## config.mk

```make
export PLATFORM = sky130hd
export DESIGN_NAME = kst_ctrl
export DESIGN_NICKNAME = d
export VERILOG_FILES = /design/src/hdl/assert_macros.svh /design/src/hdl/kst_pkg.sv /design/src/hdl/kst_ctrl.sv
export SDC_FILE = /design/constraint.sdc
export NUM_CORES = 1
export LEC_CHECK = 0
export ABC_AREA = 1
export BUFFER_PORTS_ARGS = -buffer_cell sky130_fd_sc_hd__buf_2
export CORE_MARGIN = 4
export CORE_UTILIZATION = 44
export DETAILED_ROUTE_END_ITERATION = 16
export PLACE_DENSITY = 0.73
export SLEW_MARGIN = 20
export SYNTH_ARGS = -nofsm -noshare
export SYNTH_HDL_FRONTEND = slang
export SYNTH_SLANG_ARGS = --single-unit
```

## constraint.sdc

```tcl
create_clock -name clk -period 1.45 [get_ports clk]
set_input_delay 0.435 -clock clk [delete_from_list [all_inputs] [get_ports clk]]
set_output_delay 0.435 -clock clk [all_outputs]
set_load 0.1 [all_outputs]
```

## src/hdl/assert_macros.svh

```systemverilog
`ifndef ASSERT_MACROS_SVH
`define ASSERT_MACROS_SVH
// Assertion helpers: implication on the rising clock edge, reset gated.
`define AST_IMPL(label, ante, cons) \
  label: assert property (@(posedge clk) disable iff (!rst_n) (ante) |-> (cons)) \
    else $error("assertion failed");
`define AST_NEXT(label, ante, cons) \
  label: assert property (@(posedge clk) disable iff (!rst_n) (ante) |=> (cons)) \
    else $error("assertion failed");
`endif

```

## src/hdl/kst_pkg.sv

```systemverilog
`timescale 1ns / 1ps
package kst_pkg;
  localparam int BUCKETS = 64;
  localparam int ENTRIES = 64;
  localparam int KEY_STRIDE_LOG2 = 3;
  localparam int BW = $clog2(BUCKETS);
  localparam int EW = (ENTRIES > 1) ? $clog2(ENTRIES) : 1;
  localparam int CW = $clog2(ENTRIES + 1);

  localparam logic [2:0] ST_ADDED   = 3'd0;
  localparam logic [2:0] ST_INSERT  = 3'd1;
  localparam logic [2:0] ST_FULL    = 3'd2;
  localparam logic [2:0] ST_EMIT    = 3'd3;
  localparam logic [2:0] ST_EMPTY   = 3'd4;

  typedef logic [BW-1:0] bidx_t;
  typedef logic [EW-1:0] eidx_t;
  typedef logic [CW-1:0] cnt_t;

  typedef struct packed {
    logic       load;       // latch input item, read bucket head
    logic       walk_rd;    // read entry at cur
    logic       step;       // cur <= next
    logic       upd_sum;    // write saturated sum into cur
    logic       insert;     // append new entry
    logic       bscan_rd;   // extract: read head of scan bucket
    logic       bscan_inc;  // advance scan bucket, clear its head
    logic       clear;      // reset count after extract
    logic       set_cur_head;
    logic [2:0] res_status;
    logic       res_last;
    logic       res_load;   // capture result
  } kst_cmd_t;

  typedef struct packed {
    logic mode;
    logic head_ok;
    logic key_hit;
    logic next_ok;
    logic full;
    logic empty;
    logic scan_done;
  } kst_sts_t;

  function automatic logic signed [47:0] sat_add(input logic signed [47:0] a,
                                                 input logic signed [31:0] b);
    logic signed [48:0] s;
    s = {a[47], a} + 49'(b);
    if (s[48] != s[47]) sat_add = s[48] ? {1'b1, 47'd0} : {1'b0, {47{1'b1}}};
    else sat_add = s[47:0];
  endfunction
endpackage

```

## src/hdl/kst_ctrl.sv

```systemverilog
`timescale 1ns / 1ps
module kst_ctrl (
  input  logic              clk,
  input  logic              rst_n,
  input  logic              in_valid,
  output logic              in_ready,
  output logic              out_valid,
  input  logic              out_ready,
  output kst_pkg::kst_cmd_t cmd,
  input  kst_pkg::kst_sts_t sts
);
  typedef enum logic [9:0] {
    S_IDLE  = 10'b0000000001,
    S_HEAD  = 10'b0000000010,
    S_RD    = 10'b0000000100,
    S_CMP   = 10'b0000001000,
    S_RES   = 10'b0000010000,
    S_SBKT  = 10'b0000100000,
    S_SHEAD = 10'b0001000000,
    S_SRD   = 10'b0010000000,
    S_SEMIT = 10'b0100000000,
    S_SOUT  = 10'b1000000000
  } state_t;

  state_t state_r, state_nxt;
  logic   ov_r, ov_nxt;

  assign in_ready  = (state_r == S_IDLE) && !ov_r;
  assign out_valid = ov_r;

  always_comb begin
    state_nxt = state_r;
    ov_nxt    = ov_r && !out_ready;
    cmd       = '0;
    unique case (state_r)
      S_IDLE: begin
        if (in_valid && in_ready) begin
          cmd.load  = 1'b1;
          state_nxt = S_HEAD;
        end
      end
      S_HEAD: begin
        // head word read on the accepting edge at the incoming bucket
        if (sts.mode) begin
          if (sts.empty) begin
            cmd.res_load = 1'b1; cmd.res_status = kst_pkg::ST_EMPTY; cmd.res_last = 1'b1;
            ov_nxt = 1'b1; state_nxt = S_IDLE;
          end else begin
            state_nxt = S_SBKT;
          end
        end else if (sts.head_ok) begin
          cmd.set_cur_head = 1'b1;
          state_nxt = S_RD;
        end else begin
          state_nxt = S_RES;
        end
      end
      S_RD: begin
        cmd.walk_rd = 1'b1;
        state_nxt = S_CMP;
      end
      S_CMP: begin
        if (sts.key_hit) begin
          cmd.upd_sum = 1'b1;
          cmd.res_load = 1'b1; cmd.res_status = kst_pkg::ST_ADDED; cmd.res_last = 1'b1;
          ov_nxt = 1'b1; state_nxt = S_IDLE;
        end else if (sts.next_ok) begin
          cmd.step = 1'b1;
          state_nxt = S_RD;
        end else begin
          state_nxt = S_RES;
        end
      end
      S_RES: begin
        cmd.res_load = 1'b1; cmd.res_last = 1'b1;
        if (sts.full) begin
          cmd.res_status = kst_pkg::ST_FULL;
        end else begin
          cmd.res_status = kst_pkg::ST_INSERT;
          cmd.insert = 1'b1;
        end
        ov_nxt = 1'b1; state_nxt = S_IDLE;
      end
      S_SBKT: begin
        if (sts.scan_done) begin
          // final pair has to reach the holding slot before it is tagged last
          if (!ov_r) begin
            cmd.clear = 1'b1;
            state_nxt = S_IDLE;
          end
        end else begin
          cmd.bscan_rd = 1'b1;
          state_nxt = S_SHEAD;
        end
      end
      S_SHEAD: begin
        cmd.bscan_rd = 1'b1;
        if (sts.head_ok) begin
          cmd.set_cur_head = 1'b1;
          state_nxt = S_SRD;
        end
        cmd.bscan_inc = !sts.head_ok;
        if (!sts.head_ok) state_nxt = S_SBKT;
      end
      S_SRD: begin
        cmd.walk_rd = 1'b1;
        state_nxt = S_SEMIT;
      end
      S_SEMIT: begin
        // wait for the output register to drain before loading a pair
        if (!ov_r || out_ready) begin
          cmd.res_load = 1'b1; cmd.res_status = kst_pkg::ST_EMIT;
          cmd.res_last = 1'b0;
          ov_nxt = 1'b1;
          state_nxt = S_SOUT;
        end
      end
      S_SOUT: begin
        if (sts.next_ok) begin
          cmd.step = 1'b1;
          state_nxt = S_SRD;
        end else begin
          cmd.bscan_inc = 1'b1;
          state_nxt = S_SBKT;
        end
      end
      default: state_nxt = S_IDLE;
    endcase
  end

  always_ff @(posedge clk) begin
    if (!rst_n) begin
      state_r <= S_IDLE;
      ov_r    <= 1'b0;
    end else begin
      state_r <= state_nxt;
      ov_r    <= ov_nxt;
    end
  end
endmodule
```

==> results of run 1 <==
==> kinds of logic after synthesis <==
group                  after synthesis  synth area share [%]
buffers and inverters               22                  9.75
DFF                                 11                  26.0
and+or+nand+nor                     89                  52.0
AOI/OAI and AO/OA                   13                  12.3
==> Yosys cell counts <==
| library cell | n |
|---|---|
| a21oi_1 | 2 |
| a21oi_2 | 1 |
| a41oi_2 | 1 |
| and3_1 | 1 |
| dfxtp_1 | 11 |
| inv_1 | 20 |
| inv_2 | 2 |
| nand2_1 | 24 |
| nand2_2 | 6 |
| nand2_4 | 1 |
| nand3_1 | 9 |
| nand4_1 | 3 |
| nor2_1 | 27 |
| nor2_2 | 5 |
| nor2_4 | 4 |
| nor3_1 | 7 |
| nor3b_2 | 1 |
| o211ai_1 | 1 |
| o211ai_2 | 1 |
| o21a_1 | 1 |
| o21ai_0 | 3 |
| o21ai_1 | 1 |
| o21ai_2 | 1 |
| o22ai_2 | 1 |
| or2_0 | 1 |
==> stage by stage <==
stage                     hold WS, ns  setup slack, ns  setup TNS, ns  util [%]  std cells
after global placement          0.591           -0.365          -4.48      95.2        225
after floorplan                 0.468           -0.852          -6.26         -        135
after detailed placement        0.599           -0.447          -5.79      95.2        225
==> results_dict.tcl, run 1 <==
set metrics [dict create \
    haltStage "clock tree synthesis" \
    clock-sinks 11 \
    synth_seq_area_share_pct 26.0 \
    root_buffer "clkbuf_4" \
    synth_cells 135 \
    cts_max_path_buffers 2 \
    status "aborted with a tool error" \
    dieHeight_um 51.9 \
    cts-buffers-inserted 3 \
    ioPinCount 27 \
    post_cts_resize_count 74 \
    h-tree-depth 1 \
    synth.area.top_cells "dfxtp_1, nor2_1, nand2_1" \
    yosys_warnings 0 \
    yosysTopAreaCellShare_pct 26.0 \
    gp_congestion 0.824 \
    stop_error "[ERROR DPL-0038] Utilization greater than 100%, impossible to legalize" \
    syn-cell-area_um2 847 \
    ys_ff_latch 11 \
    rows 15 \
    placed_area_mm2 0.00170 \
    die_w_um 51.9 \
    synth_top_cell_by_area "dfxtp_1" \
    numPortBuffers 26 \
    postCtsSetupBuffers 20 \
    syn-num-nets 146 \
    start_util_pct 47.5 \
    avgSynthCellArea_um2 6.27 \
    dpl.hpwl_um 3150 \
    holdBufCountCts 0 \
    synth_cell_types 25 \
]
==> run 2, diff against run 1 <==
--- a/config.mk
+++ b/config.mk
@@ -7,10 +7,10 @@
 export LEC_CHECK = 0
 export ABC_AREA = 1
 export BUFFER_PORTS_ARGS = -buffer_cell sky130_fd_sc_hd__buf_2
-export CORE_MARGIN = 4
-export CORE_UTILIZATION = 44
+export CORE_AREA = 4 4 65 67
 export DETAILED_ROUTE_END_ITERATION = 16
-export PLACE_DENSITY = 0.73
+export DIE_AREA = 0 0 69 71
+export PLACE_DENSITY_LB_ADDON = 0.15
 export SLEW_MARGIN = 20
 export SYNTH_ARGS = -nofsm -noshare
 export SYNTH_HDL_FRONTEND = slang
==> constraint.sdc (replaced) <==
create_clock -name clk -period 1.9 [get_ports clk]
set_input_delay 0.57 -clock clk [delete_from_list [all_inputs] [get_ports clk]]
set_output_delay 0.57 -clock clk [all_outputs]
set_load 0.1 [all_outputs]
==> run 2 against run 1 <==
  * Synthesized cell count did not move
  * The flow now finishes, with violations (setup timing)
  * Area after synthesis did not move
==> results_dict.tcl, run 2 <==
set metrics [dict create \
    ioPinCount 27 \
    setup_violations 15 \
    drtAntennaViolNets 0 \
    yosysTopAreaCellShare_pct 26.0 \
    largest_register "state_r" \
    synth_cells 135 \
    finalHoldViolCount 0 \
    start_kind "flop" \
    cts_max_path_buffers 2 \
    final_cell_mix "buf_4, nor2_1, buf_12, inv_1, nand2_1" \
    worst_slack_ns -0.250 \
    crit_arrival_ns 1.58 \
    hold_ws_ns 0.568 \
    violations "setup timing" \
    vias 1118 \
    slowest_delay_ns 0.33 \
    cp.required_ns 1.33 \
    final_nets 212 \
    drtPass1Iterations 4 \
    instances_no_fill 248 \
    avgSynthCellArea_um2 6.27 \
    dieHeight_um 71 \
    worst_pin_slew_ns 0.486 \
    largest_reg_flops 10 \
    dpl.hpwl_um 2430 \
    min_path_type "input port to flop" \
    clock_latency_ns 0.24 \
    maxSlewHeadroom_pct 67.8 \
    synth.most_common_cell "nor2_1" \
    cts-buffers-inserted 3 \
    yosys_warnings 0 \
    first_global_vias 1226 \
    synth_top_cell_by_area "dfxtp_1" \
    grt_setup_unrepaired "true" \
    clock-sinks 11 \
    status "complete, but fails checks" \
    wl_um 3060 \
    syn2layout_area_growth_pct 118 \
    crit_chain "nor2_4 > nand2_4 > nor3b_4 > inv_2 > nor2_4 > nand2_2 > clkinvlp_4 > buf_12" \
    overflow 0 \
    dr.first_iter.drc_count 49 \
    max-vdd-ir-drop_uv 260 \
    dp_cells 234 \
    final_util_pct 50.7 \
    p_leak_uw 0.000820 \
    finalInstanceArea_mm2 0.00184 \
    start_util_pct 23.3 \
    avgViaCountPerCell 4.51 \
    ys.flop_type "dfxtp_1" \
    die-area_mm2 0.00490 \
    syn-num-nets 146 \
    placed_area_mm2 0.00157 \
    root_buffer "clkbuf_8" \
    gp_congestion 0.807 \
    powerDensity_mw_per_mm2 643 \
    synth.area.top_cells "dfxtp_1, nor2_1, nand2_1" \
    ys_ff_latch 11 \
    cap_viol_max_count 0 \
    endpoint_kind "output pin" \
    clock_skew_ns 0.00125 \
    numPortBuffers 26 \
    synth_cell_types 25 \
    routedWlPerCell_um 12.3 \
    antenna_found_initial 0 \
    coreArea_mm2 0.00363 \
    grt_usage_pct 13.4 \
    cts_tree "done" \
    synth_seq_area_share_pct 26.0 \
    grt_max_degree 8 \
    min_period_ns 2.15 \
    critical_path_class "flop to output pin" \
    critPathMaxFanout 5 \
    crit_top_cell "nor2_4" \
    synth_async_sr_flop_share_pct 0 \
    clkTransAtPathRegs_ns 0.05 \
    clock.fmax_ghz 0.465 \
    slowest_stage "dfxtp_2" \
    syn-cell-area_um2 847 \
    grt_pass1_wl_um 5380 \
    die_w_um 69 \
    antenna_cells 0 \
    timing.final.max_slew_violations 0 \
    period_share_pct 113 \
    ys_top_cells_by_count "nor2_1, nand2_1, inv_1" \
    drive_above_1_share_pct 62.5 \
    final_common_cell "buf_4" \
    h-tree-depth 1 \
    synth-edff-count 0 \
    drc 0 \
    holdBufCountCts 0 \
    rows 22 \
]
==> run 2: final timing paths <==
kind	from	to	slack (ns)	depth (start not counted)
setup / recovery	state_r[7]	cmd[13]	-0.25	8
hold / removal	rst_n	state_r[0]	0.57	2
setup reg to reg	state_r[9]	state_r[0]	0.34	12
hold reg to reg	out_valid	state_r[0]	0.60	3
==> run 2: cell families (layout without fill, tap and decap cells) <==
group                  after synthesis  in the layout  share of synthesized area, %
AO/OA/AOI/OAI                       13             13                          12.3
buffers and inverters               22             87                          9.75
flip-flops                          11             11                          26.0
AND/OR/NAND/NOR                     89             89                          52.0
==> run 2: area by class of cell <==
cell class / instances / area (um2)
Multi-Input combinational cell: 102 / 763
Clock buffer: 4 / 45.0
Fill cell: 349 / 1790
Inverter: 22 / 96.3
Tap cell: 48 / 60.1
Sequential cell: 11 / 233
Timing Repair Buffer: 61 / 646
==> run 2: routing by layer <==
layer | track usage [%] | share of wire (%)
met5 | 0 | 0
met1 | 13.9 | 37
met2 | 25.6 | 56
met3 | 2.84 | 4.1
met4 | 6.07 | 3.0
==> run 2: report_power, final <==
group | internal, uW | total, uW | switching [uW]
Sequential | 248 | 266 | 18.2
Combinational | 274 | 673 | 399
Clock | 148 | 247 | 98.4
==> run 2: repair_timing <==
| action | in CTS | in global routing |
|---|---|---|
| hold endpoints to repair | 0 | 0 |
| gates resized for setup | 34 | 7 |
| buffers inserted | 6 | 4 |
| endpoints found under the setup margin | 15 | 15 |
| pin swaps | 18 | 8 |
==> run 2: critical path, delay by kind of cell (launching register included) <==
kind / cells / cell delay (ns)
buffers and inverters: 3 / 0.31
flip-flops: 1 / 0.33
AND/OR/NAND/NOR: 5 / 0.68
==> run 2: per-stage QoR <==
stage / power [uW] / TNS [ns] / setup WS (ns)
2_1_floorplan: 619 / -1.87 / -0.537
3_3_place_gp: 829 / -0.115 / -0.0325
3_5_place_dp: 829 / -0.142 / -0.0399
4_1_cts: 1170 / -2.95 / -0.247
5_1_grt: 1240 / -3.97 / -0.318
6_report: 1190 / -2.91 / -0.250
No activity file was read; power rests on OpenSTA's default activity.
==> run 3, diff against run 2 <==
--- a/config.mk
+++ b/config.mk
@@ -5,7 +5,6 @@
 export SDC_FILE = /design/constraint.sdc
 export NUM_CORES = 1
 export LEC_CHECK = 0
-export ABC_AREA = 1
 export BUFFER_PORTS_ARGS = -buffer_cell sky130_fd_sc_hd__buf_2
 export CORE_AREA = 4 4 65 67
 export DETAILED_ROUTE_END_ITERATION = 16
==> run 3 against run 2 <==
  * The run still ends with setup timing left
  * Cell count decreased by 0.40%
  * Combinational power decreased by 33%
  * Cell area increased by 10%
  * Wire length increased by 12%
  * First-iteration DRC count increased by 65%
  * Register-to-register slack got worse by 0.39 ns
  * Setup slack got worse by 0.26 ns
  * Clock-buffer cell count unchanged
  * Power decreased by 20%
  * Non-clock buffer count increased by 19
  * Global-route usage about the same
  * Sequential share of layout area decreased by 1.2 points
  * Highest routed layer unchanged
==> results_dict.tcl, run 3 <==
set metrics [dict create \
    numPortBuffers 26 \
    min_path_type "input port to flop" \
    overflow 0 \
    cts-buffers-inserted 3 \
    ys.flop_type "dfxtp_1" \
    final_common_cell "buf_4" \
    maxSlewHeadroom_pct 67.9 \
    synth_cells 120 \
    synth-edff-count 0 \
    fillers 346 \
    antenna_cells 0 \
    clock-sinks 11 \
    min_period_ns 2.41 \
    gp_congestion 0.873 \
    critical_path_class "flop to output pin" \
    coreArea_mm2 0.00363 \
    clock_latency_ns 0.25 \
    die_w_um 69 \
    dieHeight_um 71 \
    antenna_found_initial 0 \
    clkTransAtPathRegs_ns 0.06 \
    ioPinCount 27 \
    violations "setup timing" \
    finalHoldViolCount 0 \
    avgViaCountPerCell 4.84 \
    synth_seq_area_share_pct 24.4 \
    final_util_pct 55.9 \
    post-place-ws_ns -0.539 \
    swShare_pct 36.9 \
    syn2layout_area_growth_pct 125 \
    setup_violations 19 \
    period_share_pct 127 \
    yosysTopAreaCellShare_pct 24.4 \
    root_buffer "clkbuf_8" \
    ys_top_cells_by_count "nor2_1, dfxtp_1, nand3_1" \
    drtPass1Iterations 4 \
    highest_layer "met4" \
    largest_reg_flops 10 \
    crit_chain "nor4_4 > nand2_2 > a211o_1 > and2_4 > clkinvlp_4 > buf_12" \
    p_leak_uw 0.000824 \
    cts_tree "done" \
    drt-met1-wl_um 1310 \
    max-vdd-ir-drop_uv 210 \
    ff2ff_setup_slack_ns -0.05 \
    largest_register "state_r" \
    dp_cells 233 \
    grt_setup_unrepaired "true" \
    grt_usage_pct 13.4 \
    clock.fmax_ghz 0.415 \
    synth.area.top_cells "dfxtp_1, nor2_1, nand3_1" \
    timing.final.max_slew_violations 0 \
    final_nets 211 \
    h-tree-depth 1 \
    drtAntennaViolNets 0 \
    syn-num-nets 131 \
    wl_um 3420 \
    synth_async_sr_flop_share_pct 0 \
    slowest_stage "nor4_4" \
    instances_no_fill 247 \
    start_util_pct 24.8 \
    p_seq_share_pct 25.9 \
    synth.most_common_cell "nor2_1" \
    yosys_warnings 0 \
    drc 0 \
    wl_met3_um 169 \
    synth_cell_types 41 \
    avgSynthCellArea_um2 7.51 \
    cp.required_ns 1.33 \
    route.met2.wl_um 1900 \
    drive_above_1_share_pct 65.3 \
    endpoint_kind "output pin" \
    final_cell_mix "buf_4, buf_12, buf_2, nor2_1" \
    power_frac_clock_pct 26.7 \
    grt_max_degree 9 \
    first_global_vias 1183 \
    critPathMaxFanout 3 \
    dpl.hpwl_um 2620 \
    hold_ws_ns 0.519 \
    ys_ff_latch 11 \
    worst_slack_ns -0.512 \
    dr.first_iter.drc_count 81 \
    start_kind "flop" \
    p_switching_uw 349 \
    routedWlPerCell_um 13.8 \
    worst_pin_slew_ns 0.485 \
    holdBufCountCts 0 \
    cts_max_path_buffers 2 \
    status "complete, but fails checks" \
    grt_pass1_wl_um 5330 \
    cap_viol_max_count 0 \
    p_comb_share_pct 47.3 \
    rows 22 \
    die-area_mm2 0.00490 \
    synth_top_cell_by_area "dfxtp_1" \
    powerDensity_mw_per_mm2 467 \
    slowest_delay_ns 0.38 \
    tns_ns -6.64 \
    crit_arrival_ns 1.84 \
    p_int_uw 598 \
    clock_skew_ns 0.00230 \
    syn-cell-area_um2 901 \
    vias 1196 \
]
-- run 3: stage by stage --
step,instance area [um2],power (uW)
6_report,2030,947
5_1_grt,2030,986
4_1_cts,1880,889
3_5_place_dp,1770,627
3_3_place_gp,1770,623
2_1_floorplan,1070,461
-- run 3: routing by layer --
layer  vias up  track usage (%)
met5         -                0
met3         5             3.41
li1        600                -
met2        24             23.8
met4         0             5.21
met1       567             15.3
-- run 3: cell families after synthesis --
family          Yosys count  share of synthesized area (%)
simple gates             76                           50.7
compound gates           21                           17.4
flops                    11                           24.4
buf+inv                  11                           6.53
xor+xnor                  1                          0.972
-- run 3: power by group through the flow --
stage	sequential (uW)	clock (uW)	combinational (uW)
2_1_floorplan	250	0	211
6_report	246	253	448
5_1_grt	246	267	473
4_1_cts	247	255	387
3_5_place_dp	252	0	375
3_3_place_gp	252	0	371
-- run 3: critical path, delay by kind of cell (launching register included) --
kind                   cells  cell delay (ns)
AND/OR/NAND/NOR            3             0.73
buffers and inverters      2             0.24
AO/OA/AOI/OAI              1             0.29
flip-flops                 1             0.33
-- run 3: final timing paths --
path / startpoint / end / depth (start not counted)
worst min-delay path: sts[0] / state_r[6] / 2
worst max register to register: state_r[8] / state_r[8] / 9
worst min register to register: out_valid / state_r[1] / 1
worst max-delay path: state_r[8] / cmd[1] / 6
-- run 3: repair_timing --
action | 4_1_cts | 5_1_grt
pin swaps | 8 | 12
setup buffers | 4 | 6
resized for setup | 12 | 22
hold endpoints to repair | 0 | 0
endpoints found under the setup margin | 21 | 22
-- run 3: area by class of cell --
cell class / count / area (um2) / area share [%]
clock buffer: 4 / 45.0 / 2.22
timing repair buffer: 80 / 783 / 38.6
tap: 48 / 60.1 / 2.96
multi-input combinational: 98 / 882 / 43.5
sequential: 11 / 233 / 11.5
inverter: 6 / 26.3 / 1.29
==> run 4, diff against run 3 <==
--- a/config.mk
+++ b/config.mk
@@ -6,9 +6,11 @@
 export NUM_CORES = 1
 export LEC_CHECK = 0
 export BUFFER_PORTS_ARGS = -buffer_cell sky130_fd_sc_hd__buf_2
+export CAP_MARGIN = 0
 export CORE_AREA = 4 4 65 67
 export DETAILED_ROUTE_END_ITERATION = 16
 export DIE_AREA = 0 0 69 71
+export MAX_ROUTING_LAYER = met4
 export PLACE_DENSITY_LB_ADDON = 0.15
 export SLEW_MARGIN = 20
 export SYNTH_ARGS = -nofsm -noshare
==> run 4 against run 3 <==
  * The flow still finishes with violations (setup timing)
  * Non-clock buffer count unchanged
  * Cell area unchanged
  * Global-route usage up 0.40 points
  * Fmax about the same
  * Sequential power about the same
  * Setup slack worse by 0.0018 ns
  * Sequential share of layout area unchanged
  * Critical path depth unchanged
  * Clock power about the same
  * Cell count unchanged
  * First-iteration DRC count down 3.7%
  * Die area unchanged
  * Critical path type unchanged
  * Critical endpoint unchanged
  * Largest power group unchanged
==> results_dict.tcl, run 4 (synthesized netlist as in run 3, its figures left out) <==
set metrics [dict create \
    cts_tree "done" \
    grt_max_degree 9 \
    powerDensity_mw_per_mm2 467 \
    startpoint "state_r[8]" \
    cap_viol_max_count 0 \
    clock-sinks 11 \
    endpoint_kind "output pin" \
    ioPinCount 27 \
    antenna_found_initial 0 \
    final_nets 211 \
    gp_congestion 0.887 \
    min_period_ns 2.41 \
    period_share_pct 127 \
    avgViaCountPerCell 4.85 \
    vias 1197 \
    start_kind "flop" \
    critPathMaxFanout 3 \
    die-area_mm2 0.00490 \
    critical_path_class "flop to output pin" \
    final_cell_mix "buf_4, buf_12, buf_2, nor2_1" \
    dpl.hpwl_um 2620 \
    drive_above_1_share_pct 65.3 \
    maxSlewHeadroom_pct 67.9 \
    route.met2.wl_um 1900 \
    worst_slack_ns -0.514 \
    coreArea_mm2 0.00363 \
    first_global_vias 1184 \
    start_util_pct 24.8 \
    crit_chain "nor4_4 > nand2_2 > a211o_1 > and2_4 > clkinvlp_4 > buf_12" \
    clock_skew_ns 0.00230 \
    antenna_cells 0 \
    min_from "sts[0]" \
    timing.final.max_slew_violations 0 \
    reg2reg_depth 9 \
    crit_arrival_ns 1.84 \
    die_w_um 69 \
    whs_path_depth 2 \
    largest_register "state_r" \
    final_util_pct 55.9 \
    largest_reg_flops 10 \
    min_path_type "input port to flop" \
    drtPass1Iterations 4 \
    drt-met1-wl_um 1340 \
    clkTransAtPathRegs_ns 0.06 \
    final_common_cell "buf_4" \
    p_leak_uw 0.000824 \
    highest_layer "met4" \
    routedWlPerCell_um 13.8 \
    post-place-ws_ns -0.539 \
    numPortBuffers 26 \
    setup_violations 19 \
    cts_max_path_buffers 2 \
    max-vdd-ir-drop_uv 210 \
    clock.fmax_ghz 0.414 \
    overflow 0 \
    dieHeight_um 71 \
    drtAntennaViolNets 0 \
    violations "setup timing" \
    rows 22 \
    grt_setup_unrepaired "true" \
    root_buffer "clkbuf_8" \
    drc 0 \
    grt_usage_pct 13.8 \
    wl_um 3420 \
    finalHoldViolCount 0 \
    cp.required_ns 1.33 \
    grt_pass1_wl_um 5320 \
    slowest_stage "nor4_4" \
    h-tree-depth 1 \
    slowest_delay_ns 0.38 \
    dr.first_iter.drc_count 78 \
    holdBufCountCts 0 \
    wl_met3_um 145 \
    rr_startpoint "state_r[8]" \
    syn2layout_area_growth_pct 125 \
    cts-buffers-inserted 3 \
    worst_pin_slew_ns 0.485 \
    clock_latency_ns 0.25 \
    status "complete, but fails checks" \
]
==> run 4: worst max-delay path, delay by kind of cell, from the launching register on <==
family          cells  cell delay, ns
buf+inv             2            0.24
compound gates      1            0.29
simple gates        3            0.73
flops               1            0.33
==> run 4: repair_timing <==
| item | in CTS | in global routing |
|---|---|---|
| gates cloned | 0 | 0 |
| endpoints found under the setup margin | 21 | 22 |
| buffers inserted | 4 | 6 |
| pin swaps | 8 | 12 |
| resized for setup | 12 | 22 |
==> run 4: path summary, 6_finish.rpt <==
path | slack (ns) | end
min | 0.52 | state_r[6]
min reg2reg | 0.59 | state_r[1]
max | -0.51 | cmd[1]
max reg2reg | -0.05 | state_r[8]
==> run 4: cell type report <==
type	instances	area, um2
Fill cell	346	1600
Multi-Input combinational cell	98	882
Timing Repair Buffer	80	783
Sequential cell	11	233
Tap cell	48	60.1
Clock buffer	4	45.0
Inverter	6	26.3
==> run 4: stage by stage <==
step	hold slack [ns]	cell area, um2	instances	TNS (ns)	total power [uW]
6_report	0.519	2030	247	-6.64	947
2_1_floorplan	0.524	1070	120	-7.52	461
3_5_place_dp	0.585	1770	233	-4.19	627
5_1_grt	0.530	2030	247	-8.24	986
4_1_cts	0.518	1880	241	-6.79	889
3_3_place_gp	0.589	1770	233	-4.29	623
==> run 4: power by group <==
part | internal (uW) | total (uW) | switching (uW)
logic | 212 | 448 | 237
clock network | 148 | 253 | 105
registers | 238 | 246 | 7.73
total | 598 | 947 | 349
==> run 4: layer usage <==
metal | GRT usage (%) | vias up
li1 | - | 600
met1 | 15.6 | 568
met2 | 23.8 | 24
met3 | 2.98 | 5
met4 | 5.21 | 0
met5 | - | -
